`src/clcd_pkg.sv`:
```
// Shared types, codes and init-sequence table for the character LCD interface.
`default_nettype none

package clcd_pkg;

  // Action codes
  localparam logic [2:0] ACT_TICK    = 3'd0;
  localparam logic [2:0] ACT_RESTART = 3'd1;
  localparam logic [2:0] ACT_CMD     = 3'd2;
  localparam logic [2:0] ACT_DATA    = 3'd3;
  localparam logic [2:0] ACT_CURSOR  = 3'd4;

  // Status codes
  localparam logic [1:0] STS_OK      = 2'd0;
  localparam logic [1:0] STS_BUSY    = 2'd1;
  localparam logic [1:0] STS_BAD_POS = 2'd2;

  // Configuration register indexes
  localparam logic [1:0] CFG_POWERUP = 2'd0;
  localparam logic [1:0] CFG_INIT    = 2'd1;
  localparam logic [1:0] CFG_PULSE   = 2'd2;
  localparam logic [1:0] CFG_CLEAR   = 2'd3;

  localparam int unsigned CFG_IDX_W = 2;
  localparam int unsigned TICK_W    = 16;

  // Reset values of the timing registers
  localparam logic [TICK_W-1:0] POWERUP_RST = 16'd15;
  localparam logic [TICK_W-1:0] INIT_RST    = 16'd4;
  localparam logic [TICK_W-1:0] PULSE_RST   = 16'd4;
  localparam logic [TICK_W-1:0] CLEAR_RST   = 16'd5;

  // Display constants
  localparam logic [3:0] NIB_WAKE    = 4'h3;
  localparam logic [3:0] NIB_FOURBIT = 4'h2;
  localparam logic [7:0] CMD_FUNCSET = 8'h28;
  localparam logic [7:0] CMD_DISPON  = 8'h0C;
  localparam logic [7:0] CMD_CLEAR   = 8'h01;
  localparam logic [7:0] ROW1_BASE   = 8'h80;
  localparam logic [7:0] ROW2_BASE   = 8'hC0;
  localparam logic [5:0] MAX_COLUMN  = 6'd40;
  localparam logic [4:0] INIT_LEN    = 5'd14;

  // Kinds of init-sequence entry
  typedef enum logic [1:0] {
    IT_WAIT_POW,
    IT_WAIT_INIT,
    IT_WAIT_CLEAR,
    IT_NIB
  } init_kind_e;

  typedef struct packed {
    init_kind_e kind;
    logic [3:0] nib;
  } init_entry_t;

  typedef struct packed {
    logic [2:0] action;
    logic [7:0] byte_value;
    logic [1:0] row;
    logic [5:0] column;
  } in_item_t;

  typedef struct packed {
    logic       rs_pin;
    logic       en_pin;
    logic [3:0] data_nibble;
    logic       busy_res;
    logic [1:0] status;
  } out_item_t;

  // Init sequence: power-up wait, wake nibbles, 4-bit switch, three commands, clear wait
  function automatic init_entry_t init_entry(input logic [4:0] step);
    init_entry_t e;
    e = '{kind: IT_NIB, nib: 4'h0};
    case (step)
      5'd0:    e = '{kind: IT_WAIT_POW, nib: 4'h0};
      5'd1:    e.nib = NIB_WAKE;
      5'd2:    e = '{kind: IT_WAIT_INIT, nib: 4'h0};
      5'd3:    e.nib = NIB_WAKE;
      5'd4:    e = '{kind: IT_WAIT_INIT, nib: 4'h0};
      5'd5:    e.nib = NIB_WAKE;
      5'd6:    e.nib = NIB_FOURBIT;
      5'd7:    e.nib = CMD_FUNCSET[7:4];
      5'd8:    e.nib = CMD_FUNCSET[3:0];
      5'd9:    e.nib = CMD_DISPON[7:4];
      5'd10:   e.nib = CMD_DISPON[3:0];
      5'd11:   e.nib = CMD_CLEAR[7:4];
      5'd12:   e.nib = CMD_CLEAR[3:0];
      default: e = '{kind: IT_WAIT_CLEAR, nib: 4'h0};
    endcase
    return e;
  endfunction

  // A timing register holding zero counts as one
  function automatic logic [TICK_W-1:0] at_least_one(input logic [TICK_W-1:0] v);
    return (v == '0) ? TICK_W'(1) : v;
  endfunction

endpackage

`default_nettype wire

```
`src/clcd_seq.sv`:
```
// Init/byte sequencer: timing registers, sequencer state and per-transaction update.
`default_nettype none

module clcd_seq
  import clcd_pkg::*;
(
  input  wire logic                 clk_i,
  input  wire logic                 rst_ni,
  input  wire logic                 cfg_we_i,
  input  wire logic [CFG_IDX_W-1:0] cfg_idx_i,
  input  wire logic [TICK_W-1:0]    cfg_wdata_i,
  input  wire logic                 step_i,
  input  wire in_item_t             item_i,
  output out_item_t                 result_o
);

  typedef enum logic [1:0] {
    PH_IDLE,
    PH_INIT,
    PH_BYTE
  } phase_e;

  logic [TICK_W-1:0] powerup_q, init_wait_q, pulse_q, clear_wait_q;
  phase_e            phase_q, phase_d;
  logic [4:0]        step_q, step_d;
  logic [TICK_W-1:0] wait_q, wait_d;
  logic [7:0]        pend_q, pend_d;
  logic              low_q, low_d;
  logic              rs_q, rs_d;
  logic              en_q, en_d;
  logic [3:0]        nib_q, nib_d;
  logic [1:0]        status;

  init_entry_t       entry;
  logic              busy;
  logic              pos_ok;
  logic [7:0]        cursor_byte;
  logic [TICK_W-1:0] wait_dec;

  assign entry    = init_entry(step_q);
  assign busy     = (phase_q != PH_IDLE);
  assign wait_dec = wait_q - TICK_W'(1);
  assign pos_ok   = ((item_i.row == 2'd1) || (item_i.row == 2'd2)) &&
                    (item_i.column != 6'd0) && (item_i.column <= MAX_COLUMN);
  assign cursor_byte = ((item_i.row == 2'd1) ? ROW1_BASE : ROW2_BASE) +
                       {2'b00, item_i.column} - 8'd1;

  // Next-state logic for one transaction
  always_comb begin
    phase_d = phase_q;
    step_d  = step_q;
    wait_d  = wait_q;
    pend_d  = pend_q;
    low_d   = low_q;
    rs_d    = rs_q;
    en_d    = en_q;
    nib_d   = nib_q;
    status  = STS_OK;
    case (item_i.action)
      ACT_TICK: begin
        if (busy) begin
          if (wait_q != '0) begin
            // count down; the current entry ends at zero
            wait_d = wait_dec;
            if (wait_dec == '0) begin
              en_d = 1'b0;
              if (phase_q == PH_INIT) begin
                step_d = step_q + 5'd1;
                if (step_d >= INIT_LEN) phase_d = PH_IDLE;
              end else if (!low_q) begin
                phase_d = PH_IDLE;
              end
            end
          end else if (phase_q == PH_INIT) begin
            // load the current init entry
            if (step_q >= INIT_LEN) begin
              phase_d = PH_IDLE;
            end else begin
              unique case (entry.kind)
                IT_WAIT_POW:   wait_d = at_least_one(powerup_q);
                IT_WAIT_INIT:  wait_d = at_least_one(init_wait_q);
                IT_WAIT_CLEAR: wait_d = at_least_one(clear_wait_q);
                IT_NIB: begin
                  nib_d  = entry.nib;
                  en_d   = 1'b1;
                  wait_d = at_least_one(pulse_q);
                end
                default: wait_d = wait_q;
              endcase
            end
          end else begin
            // low half of a byte
            nib_d  = pend_q[3:0];
            en_d   = 1'b1;
            wait_d = at_least_one(pulse_q);
            low_d  = 1'b0;
          end
        end
      end
      ACT_RESTART, ACT_CMD, ACT_DATA, ACT_CURSOR: begin
        if (busy) begin
          status = STS_BUSY;
        end else if (item_i.action == ACT_RESTART) begin
          phase_d = PH_INIT;
          step_d  = '0;
          wait_d  = '0;
          pend_d  = '0;
          low_d   = 1'b0;
          rs_d    = 1'b0;
          en_d    = 1'b0;
          nib_d   = '0;
        end else if ((item_i.action == ACT_CURSOR) && !pos_ok) begin
          status = STS_BAD_POS;
        end else begin
          // byte transfer starts with the high nibble at once
          pend_d  = (item_i.action == ACT_CURSOR) ? cursor_byte : item_i.byte_value;
          rs_d    = (item_i.action == ACT_DATA);
          nib_d   = pend_d[7:4];
          en_d    = 1'b1;
          wait_d  = at_least_one(pulse_q);
          low_d   = 1'b1;
          phase_d = PH_BYTE;
        end
      end
      default: status = STS_OK;
    endcase
  end

  // Pin levels after this transaction
  always_comb begin
    result_o.rs_pin      = rs_d;
    result_o.en_pin      = en_d;
    result_o.data_nibble = nib_d;
    result_o.busy_res    = (phase_d != PH_IDLE);
    result_o.status      = status;
  end

  // Timing registers
  always_ff @(posedge clk_i or negedge rst_ni) begin
    if (!rst_ni) begin
      powerup_q    <= POWERUP_RST;
      init_wait_q  <= INIT_RST;
      pulse_q      <= PULSE_RST;
      clear_wait_q <= CLEAR_RST;
    end else if (cfg_we_i) begin
      unique case (cfg_idx_i)
        CFG_POWERUP: powerup_q    <= cfg_wdata_i;
        CFG_INIT:    init_wait_q  <= cfg_wdata_i;
        CFG_PULSE:   pulse_q      <= cfg_wdata_i;
        CFG_CLEAR:   clear_wait_q <= cfg_wdata_i;
        default:     powerup_q    <= powerup_q;
      endcase
    end
  end

  // Sequencer state
  always_ff @(posedge clk_i or negedge rst_ni) begin
    if (!rst_ni) begin
      phase_q <= PH_INIT;
      step_q  <= '0;
      wait_q  <= '0;
      pend_q  <= '0;
      low_q   <= 1'b0;
      rs_q    <= 1'b0;
      en_q    <= 1'b0;
      nib_q   <= '0;
    end else if (step_i) begin
      phase_q <= phase_d;
      step_q  <= step_d;
      wait_q  <= wait_d;
      pend_q  <= pend_d;
      low_q   <= low_d;
      rs_q    <= rs_d;
      en_q    <= en_d;
      nib_q   <= nib_d;
    end
  end

endmodule

`default_nettype wire

```
`src/clcd_out_buf.sv`:
```
// Two-entry result buffer between the sequencer and the output channel.
`default_nettype none

module clcd_out_buf
  import clcd_pkg::*;
(
  input  wire logic      clk_i,
  input  wire logic      rst_ni,
  input  wire logic      push_i,
  input  wire out_item_t push_item_i,
  output logic           full_o,
  output logic           out_valid_o,
  input  wire logic      out_ready_i,
  output out_item_t      out_item_o
);

  out_item_t  slot_q [2];
  logic       wr_q, rd_q;
  logic [1:0] cnt_q;
  logic       pop;

  assign pop         = out_valid_o && out_ready_i;
  assign full_o      = cnt_q[1];
  assign out_valid_o = (cnt_q != 2'd0);
  assign out_item_o  = slot_q[rd_q];

  // Payload slots
  always_ff @(posedge clk_i) begin
    if (push_i) slot_q[wr_q] <= push_item_i;
  end

  // Pointers and fill count
  always_ff @(posedge clk_i or negedge rst_ni) begin
    if (!rst_ni) begin
      wr_q  <= 1'b0;
      rd_q  <= 1'b0;
      cnt_q <= 2'd0;
    end else begin
      if (push_i) wr_q <= !wr_q;
      if (pop)    rd_q <= !rd_q;
      cnt_q <= cnt_q + {1'b0, push_i} - {1'b0, pop};
    end
  end

endmodule

`default_nettype wire

```
`src/char_lcd_4bit_interface_core.sv`:
```
// Top level of the 4-bit character LCD interface.
`default_nettype none

// Drives a character LCD over a 4-bit bus. Every transaction (a tick, a restart,
// a command or data byte, or a cursor move) yields exactly one result carrying
// the RS, EN and D4..D7 levels after the transaction, a busy flag and a status.
// The block takes one transaction per clock while the output buffer has room:
// each is held in an input register, applied to the sequencer and its result
// written into a two-entry output buffer, from which it is offered on the
// output. Input is stalled only while the output buffer is full. After reset
// the power-up sequence is pending and advances on ticks; the timing registers
// may be written only while no transaction is in flight.
module char_lcd_4bit_interface_core
  import clcd_pkg::*;
(
  input  wire logic                 clk_i,
  input  wire logic                 rst_ni,
  input  wire logic                 cfg_we_i,
  input  wire logic [CFG_IDX_W-1:0] cfg_idx_i,
  input  wire logic [TICK_W-1:0]    cfg_wdata_i,
  input  wire logic                 in_valid_i,
  output logic                      in_ready_o,
  input  wire in_item_t             in_item_i,
  output logic                      out_valid_o,
  input  wire logic                 out_ready_i,
  output out_item_t                 out_item_o
);

  in_item_t  item_q;
  logic      item_valid_q;
  logic      buf_full;
  logic      advance;
  out_item_t result;

  assign advance    = item_valid_q && !buf_full;
  assign in_ready_o = !item_valid_q || advance;

  // Input register
  always_ff @(posedge clk_i or negedge rst_ni) begin
    if (!rst_ni) begin
      item_valid_q <= 1'b0;
    end else if (in_ready_o) begin
      item_valid_q <= in_valid_i;
    end
  end

  always_ff @(posedge clk_i) begin
    if (in_ready_o && in_valid_i) item_q <= in_item_i;
  end

  clcd_seq u_seq (
    .clk_i       (clk_i),
    .rst_ni      (rst_ni),
    .cfg_we_i    (cfg_we_i),
    .cfg_idx_i   (cfg_idx_i),
    .cfg_wdata_i (cfg_wdata_i),
    .step_i      (advance),
    .item_i      (item_q),
    .result_o    (result)
  );

  clcd_out_buf u_out_buf (
    .clk_i       (clk_i),
    .rst_ni      (rst_ni),
    .push_i      (advance),
    .push_item_i (result),
    .full_o      (buf_full),
    .out_valid_o (out_valid_o),
    .out_ready_i (out_ready_i),
    .out_item_o  (out_item_o)
  );

endmodule

`default_nettype wire
```
`config.mk`:
```
export PLATFORM = sky130hd
export DESIGN_NAME = char_lcd_4bit_interface_core
export DESIGN_NICKNAME = d
export VERILOG_FILES = /design/src/clcd_pkg.sv /design/src/clcd_seq.sv /design/src/clcd_out_buf.sv /design/src/char_lcd_4bit_interface_core.sv
export SDC_FILE = /design/constraint.sdc
export NUM_CORES = 1
export LEC_CHECK = 0
export BUFFER_PORTS_ARGS = -buffer_cell sky130_fd_sc_hd__buf_4
export CAP_MARGIN = 10
export CORE_MARGIN = 4
export CORE_UTILIZATION = 35
export CTS_CLUSTER_SIZE = 16
export DETAILED_ROUTE_END_ITERATION = 10
export GPL_TIMING_DRIVEN = 1
export HOLD_SLACK_MARGIN = 0.05
export RECOVER_POWER = 25
export SLEW_MARGIN = 20
export SYNTH_ARGS = -nofsm -noshare
export SYNTH_HDL_FRONTEND = slang
export SYNTH_SLANG_ARGS = --single-unit
```
`constraint.sdc`:
```
create_clock -name clk_i -period 7.1 [get_ports clk_i]
set_input_delay 1.42 -clock clk_i [delete_from_list [all_inputs] [get_ports clk_i]]
set_output_delay 1.42 -clock clk_i [all_outputs]
set_load 0.1 [all_outputs]
```
==> metrics, run 1 <==
initial antenna violation count 0; P_leak 3.565 nW; crit-path leading delay family buffers and inverters; Critical path origin rst_ni; initial DRC count 687; n_diodes 0; Routed WL 20.95 mm; pre-CTS setup slack 4.055 ns; post-synthesis cell area 0.007811 sq mm; Post-Syn Nets 795; GRT overflow 0; worst setup path end u_seq.clear_wait_q[12]; CTS tree yes; reg2reg start u_seq.wait_q[0]; clk slew on worst S/H paths 0.07 ns; DP HPWL 15.18 mm; slowest cell on the critical path clkbuf_1; FF-to-FF End u_out_buf.slot_q[0][2]; GR peak layer met2; Die X 157.4 um; sequential element share of the synthesized area 47.37%; Die ar. 0.02477 sq mm; final setup violation count 0; M2 GR Usage 26.07%; DRT Pass-1 Iters 6; fill count 2128; clock latency on the worst-skew pair 0.44 ns; initial core utilization 35.68%; PwrDens 362.1 mW/mm^2; setup slack after layout 3.693 ns; first-pass GRT wire length 33.48 mm; outcome complete, but fails checks; period utilization 47.98%; number of global-route vias before repair 5947; max-slew violation count 40; synth warn 0; worst path required time 7.54 ns; Slew Limit Headroom -38.49%; DR vias 6234; DRC Markers 0; Final Hold Viols 0; GRT Util Overall 17.28%; Worst-Margin Slew 2.077 ns; grt met1 use 24.47%; CP Capture Type asynchronous set/reset pin; slowest stage delay, CP 1.45 ns; crit-path cells clkbuf_1 > buf_4; DR vias/cell 5.799; RSZ-0062 raised after global routing no; Worst Hold Margin 0.5076 ns; CTS Buf Count 17; CP Launch Type input port; Final ANT Viol Nets 0; hold buffers post-CTS 0; Seq pwr share 38.9%; Comb pwr share 32.9%; Switching Fraction 39.87%; M3 GR Usage 4.152%; commonest non-fill, non-tap cell in the layout dfrtp_1; worst vdd ir 0.1771 mV; crit path time final 3.407 ns; Final nets 835; row cnt 54; Worst EP arrival 3.85 ns; largest net degree at the start of global routing 66; postcts setup bufs 0; commonest non-fill, non-tap cells in the layout 94 x dfrtp_1, 75 x mux2_2, 66 x nor2_1; Design Area, Final 0.009007 sq mm; root buf cell clkbuf_16; Core Util, Final 41.15%; Die Ht 157.4 um; reg2reg setup slack 4.00 ns; max cap viols 1; syn avg cell area 10.53 sq um; number of synthesized flops with an enable pin 37; Yosys reg bits 140; failing checks capacitance limit, slew limit; fraction of synthesis flops using an asynchronous set or reset pin 73.57%; core area 0.02189 sq mm; Post-synth top flop dfrtp_1; Placer Congestion 0.8871; layout cell share with drive strength beyond 1 24.03%; post-synthesis cell type count 79; P_sw 1.300 mW; reg2reg path depth 9; clock sink count 140; Clock Power Share 28.2%; IO Pins 53; min-delay worst type reg2reg; critical path class in2async; Gate Count Post-Synth 742; CP Depth 2; Int Power 1.961 mW; Post-Route Skew 0.01468 ns; cell area after placement 0.008414 sq mm; WL per Instance 19.49 um; CTS Buffer Depth 2; cts repair resizes 0; WP buf/inv 2; Fmax achieved 293.5 MHz; Post-Route Setup TNS 0 ns; Max FO, Critical Path 65; # port buffers 52; Synth-to-Final Area Change 15.31%; H-Tree Depth 4
==> through the flow <==
stage               instances  power (mW)
finish                   1075       3.262
global route             1075       3.422
CTS                      1075       3.265
detailed placement       1043       2.339
global placement         1043       2.337
floorplan                 742       2.051
==> registers in the layout (all words and copies together), names as in the netlist, 5 cells and up <==
signal and count:
u_seq.wait_q 16, item_q 19, u_seq.powerup_q 16, u_out_buf.slot_q 18
u_seq.init_wait_q 16, u_seq.step_q 5, u_seq.pulse_q 16, u_seq.clear_wait_q 16
==> cells in the mapped netlist, drive strengths merged (4+ instances only) <==
cell / instances / area [sq um]
and2: 5 / 33.78
nand2b: 8 / 50.05
nor3b: 9 / 72.57
ha: 11 / 137.6
buf: 15 / 103.9
and3: 16 / 105.1
dfrtp: 94 / 2352
o21ai: 33 / 165.1
nand4: 7 / 43.79
mux2: 75 / 844.6
or3: 6 / 37.54
o211ai: 5 / 37.54
dfstp: 9 / 236.5
edfxtp: 37 / 1111
o31ai: 10 / 80.07
a21oi: 29 / 148.9
o21bai: 4 / 41.29
xor2: 7 / 61.31
nand2: 52 / 195.2
a221o: 12 / 120.1
a211oi: 5 / 37.54
o22ai: 12 / 75.07
nor4: 27 / 205.2
a211o: 5 / 43.79
mux2i: 9 / 90.09
a221oi: 7 / 61.31
nor2b: 4 / 25.02
clkbuf: 22 / 83.83
nor2: 66 / 247.7
nor3: 19 / 117.6
a31oi: 12 / 75.07
nand3b: 4 / 30.03
xnor2: 11 / 96.34
inv: 23 / 86.33
nand3: 25 / 140.1
==> logic make-up (layout without fill, tap and decap cells) <==
kind of cell	Yosys count	in the layout	share of synthesized area [%]
simple gates	258	258	17.76
fa+ha+maj	11	11	1.762
flops	140	140	47.37
mux	84	84	11.97
buf+inv	61	114	3.556
xor+xnor	18	18	2.018
compound gates	170	170	15.57
==> metal layers <==
metal	vias up	wire, um	share of wire, %
met5	-	0	0
met4	0	372	1.8
met3	43	1404	6.7
met2	225	9579	46
met1	3067	9597	46
li1	2899	-	-
==> power groups by stage <==
stage | registers [mW] | clock network (mW) | logic (mW)
after floorplan | 1.15 | 0 | 0.899
after global placement | 1.27 | 0 | 1.06
after detailed placement | 1.28 | 0 | 1.06
after CTS | 1.26 | 0.934 | 1.07
after global routing | 1.29 | 0.971 | 1.16
final | 1.27 | 0.921 | 1.07
==> worst min path at each step <==
stage	start	to	slack [ns]	cells after the start
6_report	u_out_buf.wr_q	u_out_buf.wr_q	0.51	1
4_1_cts	u_out_buf.wr_q	u_out_buf.wr_q	0.51	1
5_1_grt	u_out_buf.wr_q	u_out_buf.wr_q	0.53	1
3_3_place_gp	u_out_buf.wr_q	u_out_buf.wr_q	0.48	1
2_1_floorplan	u_out_buf.wr_q	u_out_buf.wr_q	0.46	1
3_5_place_dp	u_out_buf.wr_q	u_out_buf.wr_q	0.50	1
==> final cells by class <==
cell class	count	area (sq um)	area share [%]
Multi-Input combinational cell	541	3834	42.56
Clock buffer	21	493.0	5.473
Clock inverter	11	116.4	1.292
Inverter	24	90.09	1.000
Timing Repair Buffer	58	424.2	4.709
Tap cell	280	350.3	3.889
Sequential cell	140	3700	41.08
Note: power is estimated with default switching activity, not from simulation.
==> run 2, diff against run 1 <==
Settings changed: ABC_AREA set to 1.
Clock period 7.1 ns to 3.2 ns, I/O delays scaled along.
==> run 2 against run 1 <==
Compared with the run above: total power grew to 2.6 times the previous value; first-iteration DRC count down 17%; critical path type is now reg2reg; area after synthesis rose by 1.8%; final cell count grew 28%; wire length fell by 2.6%; sequential share of layout area is 0.88 points lower; combinational power grew to 3.3 times the previous value; the flow still finishes with violations (capacitance limit, slew limit); worst hold slack worse by 0.10 ns; flip-flop and latch count unchanged; critical endpoint is now u_out_buf.slot_q[0][3].
==> metrics, run 2 <==
Top reg by flops item_q (unchanged); Die Ht 158.8 um (was 157.4 um); CTS Buffer Depth 2 (unchanged); DRC Markers 0 (unchanged); post-synthesis cell area 0.007954 sq mm (was 0.007811 sq mm); DR vias 6923 (was 6234); period utilization 81.61%; PwrDens 909.0 mW/mm^2 (was 362.1 mW/mm^2); initial core utilization 36.00% (was 35.68%); number of global-route vias before repair 6755 (was 5947); Synth top area share 29.57% (was 30.11%); top cells by count, synth 309 x nand2_1, 113 x inv_1, 109 x o21ai_0, 99 x nor2_1, 94 x dfrtp_1 (was 94 x dfrtp_1, 75 x mux2_2, 66 x nor2_1, 52 x nand2_1, 37 x edfxtp_1); row cnt 54 (unchanged); DP HPWL 15.18 mm (about the same); max cap viols 1 (unchanged); Synth-to-Final Area Change 15.73% (was 15.31%); cts repair resizes 0 (unchanged); DR vias/cell 5.024 (was 5.799); hold buffers post-CTS 0 (unchanged); crit path time final 2.612 ns; max FFs per register 19 (unchanged); number of synthesized flops with an enable pin 37 (unchanged); total power 8.367 mW (was 3.262 mW); WL per Instance 14.81 um (was 19.49 um); CP Capture Type register (was asynchronous set/reset pin); clock sink count 140 (unchanged); max-slew violation count 45 (was 40); synth warn 0 (unchanged); commonest non-fill, non-tap cells in the layout 309 x nand2_1, 113 x inv_1, 109 x o21ai_0 (was 94 x dfrtp_1, 75 x mux2_2, 66 x nor2_1); Worst EP arrival 2.77 ns (was 3.85 ns); largest net degree at the start of global routing 60 (was 66); fill count 2248 (was 2128); post-synthesis cell type count 48 (was 79); CP Launch Type register (was input port); H-Tree Depth 4 (unchanged); postcts setup bufs 0 (unchanged); Die X 158.8 um (was 157.4 um); fraction of synthesis flops using an asynchronous set or reset pin 73.57% (unchanged); outcome complete, but fails checks (unchanged); initial DRC count 568 (was 687); P_leak 4.368 nW (was 3.565 nW); syn avg cell area 7.692 sq um (was 10.53 sq um); Die ar. 0.02520 sq mm (was 0.02477 sq mm); Final nets 1138 (was 835); commonest non-fill, non-tap cell in the layout nand2_1 (was dfrtp_1); Fmax achieved 382.9 MHz; Final ANT Viol Nets 0 (unchanged); Core Util, Final 41.66% (was 41.15%); failing checks capacitance limit, slew limit (unchanged); Routed WL 20.41 mm (was 20.95 mm); Slew Limit Headroom -62.34% (was -38.49%); RSZ-0062 raised after global routing no (unchanged); Post-Route Setup TNS 0 ns (unchanged); most frequent CP cell nand2_1; sequential element share of the synthesized area 46.52% (was 47.37%); most frequent cell after synthesis nand2_1 (was dfrtp_1); min-delay worst type in2reg (was reg2reg); CTS Buf Count 17 (unchanged); # port buffers 52 (unchanged); Placer Congestion 0.8840 (was 0.8871); root buf cell clkbuf_16 (unchanged); n_diodes 0 (unchanged); core area 0.02209 sq mm (was 0.02189 sq mm); Gate Count Post-Synth 1034 (was 742); DRT Pass-1 Iters 6 (unchanged); slowest cell on the critical path dfrtp_1 (was clkbuf_1); GRT overflow 0 (unchanged); clock latency on the worst-skew pair 0.42 ns (was 0.44 ns); CTS tree yes (unchanged); IO Pins 53 (unchanged); Post-Syn Nets 1087 (was 795); initial antenna violation count 0 (unchanged); worst vdd ir 0.4357 mV (was 0.1771 mV); first-pass GRT wire length 34.58 mm (was 33.48 mm); Worst-Margin Slew 2.435 ns (was 2.077 ns); Post-synth top flop dfrtp_1 (unchanged); clk slew on worst S/H paths 0.07 ns (about the same); layout cell share with drive strength beyond 1 13.84% (was 24.03%); Final Hold Viols 0 (unchanged); area leader, netlist dfrtp_1 (unchanged); Largest regs item_q: 19 flops, u_out_buf.slot_q: 18 flops (unchanged); final setup violation count 0 (unchanged); Post-Route Skew 0.01225 ns (was 0.01468 ns); worst path required time 3.35 ns (was 7.54 ns); critical path class reg2reg (was in2async); synth top area cells dfrtp_1 30%, nand2_1 15%, edfxtp_1 14%, o21ai_0 6.9%, inv_1 5.3% (was dfrtp_1 30%, edfxtp_1 14%, mux2_2 11%, nor2_1 3.2%, dfstp_2 3.0%); Max FO, Critical Path 17 (was 65); crit-path cells inv_1 > ha_1 > inv_1 > nand2_1 > nand3_1 > nand2_1 > nor2_4 > nand2_4 > nand2_1 > inv_1 > o21ai_1 > a21oi_1 > nand2_1 > o211ai_1 (was clkbuf_1 > buf_4); Yosys reg bits 140 (unchanged); GRT Util Overall 16.48% (was 17.28%); slowest stage delay, CP 0.41 ns (was 1.45 ns)
-- run 2: power by group --
part | switching [mW] | internal [mW]
combinational | 2.51 | 1.04
clock | 0.829 | 1.13
sequential | 0.458 | 2.40
total | 3.80 | 4.57
-- run 2: worst paths after layout --
| kind | start | to | slack [ns] | depth (start not counted) |
|---|---|---|---|---|
| max | u_seq.step_q[0] | u_out_buf.slot_q[0][3] | 0.59 | 14 |
| min | in_item_i[7] | item_q[7] | 0.41 | 1 |
| max reg2reg | u_seq.step_q[0] | u_out_buf.slot_q[0][3] | 0.59 | 14 |
| min reg2reg | u_seq.powerup_q[13] | u_seq.powerup_q[13] | 0.49 | 2 |
| max in group asynchronous | rst_ni | u_seq.pend_q[0] | 0.85 | 1 |
| min in group asynchronous | rst_ni | u_seq.pulse_q[13] | 0.96 | 1 |
-- run 2: metal layers --
metal  vias up  GRT usage [%]  routed length (um)
li1       3479              -                   -
met1      3257          24.02                9990
met2       163          25.23                9111
met3        24          3.033                 994
met4         0          4.655                 317
met5         -              0                   0
-- run 2: layout make-up --
class	count	area, sq um	share of cell area (%)
timing repair buffer	61	455.4	4.948
inverter	124	467.9	5.084
multi-input combinational	741	3647	39.62
sequential	140	3700	40.19
clock inverter	13	130.1	1.414
clock buffer	19	454.2	4.934
tap	280	350.3	3.806
-- run 2: kinds of logic after synthesis --
| group | after synthesis | synth area share, % |
|---|---|---|
| compound gates | 189 | 13.73 |
| xor+xnor | 10 | 1.101 |
| fa+ha+maj | 11 | 1.730 |
| buf+inv | 153 | 7.676 |
| flops | 140 | 46.52 |
| simple gates | 531 | 29.24 |
-- run 2: metrics by stage --
step           hold slack, ns  cell area, sq um  worst slack, ns  std cells
6_report               0.4077              9205           0.5883       1378
3_3_place_gp           0.4656              8636           0.7688       1346
3_5_place_dp           0.4621              8636           0.6606       1346
2_1_floorplan          0.3444              7954           0.9779       1034
4_1_cts                0.2301              9220           0.6081       1378
5_1_grt                0.3903              9205           0.3106       1378
-- run 2: worst max-delay path: cells and delay by family, from the launching register on --
family	cells	cell delay [ns]
AOI/OAI and AO/OA	3	0.53
DFF	1	0.41
buffers and inverters	3	0.28
adders and majority gates	1	0.25
and+or+nand+nor	7	0.86
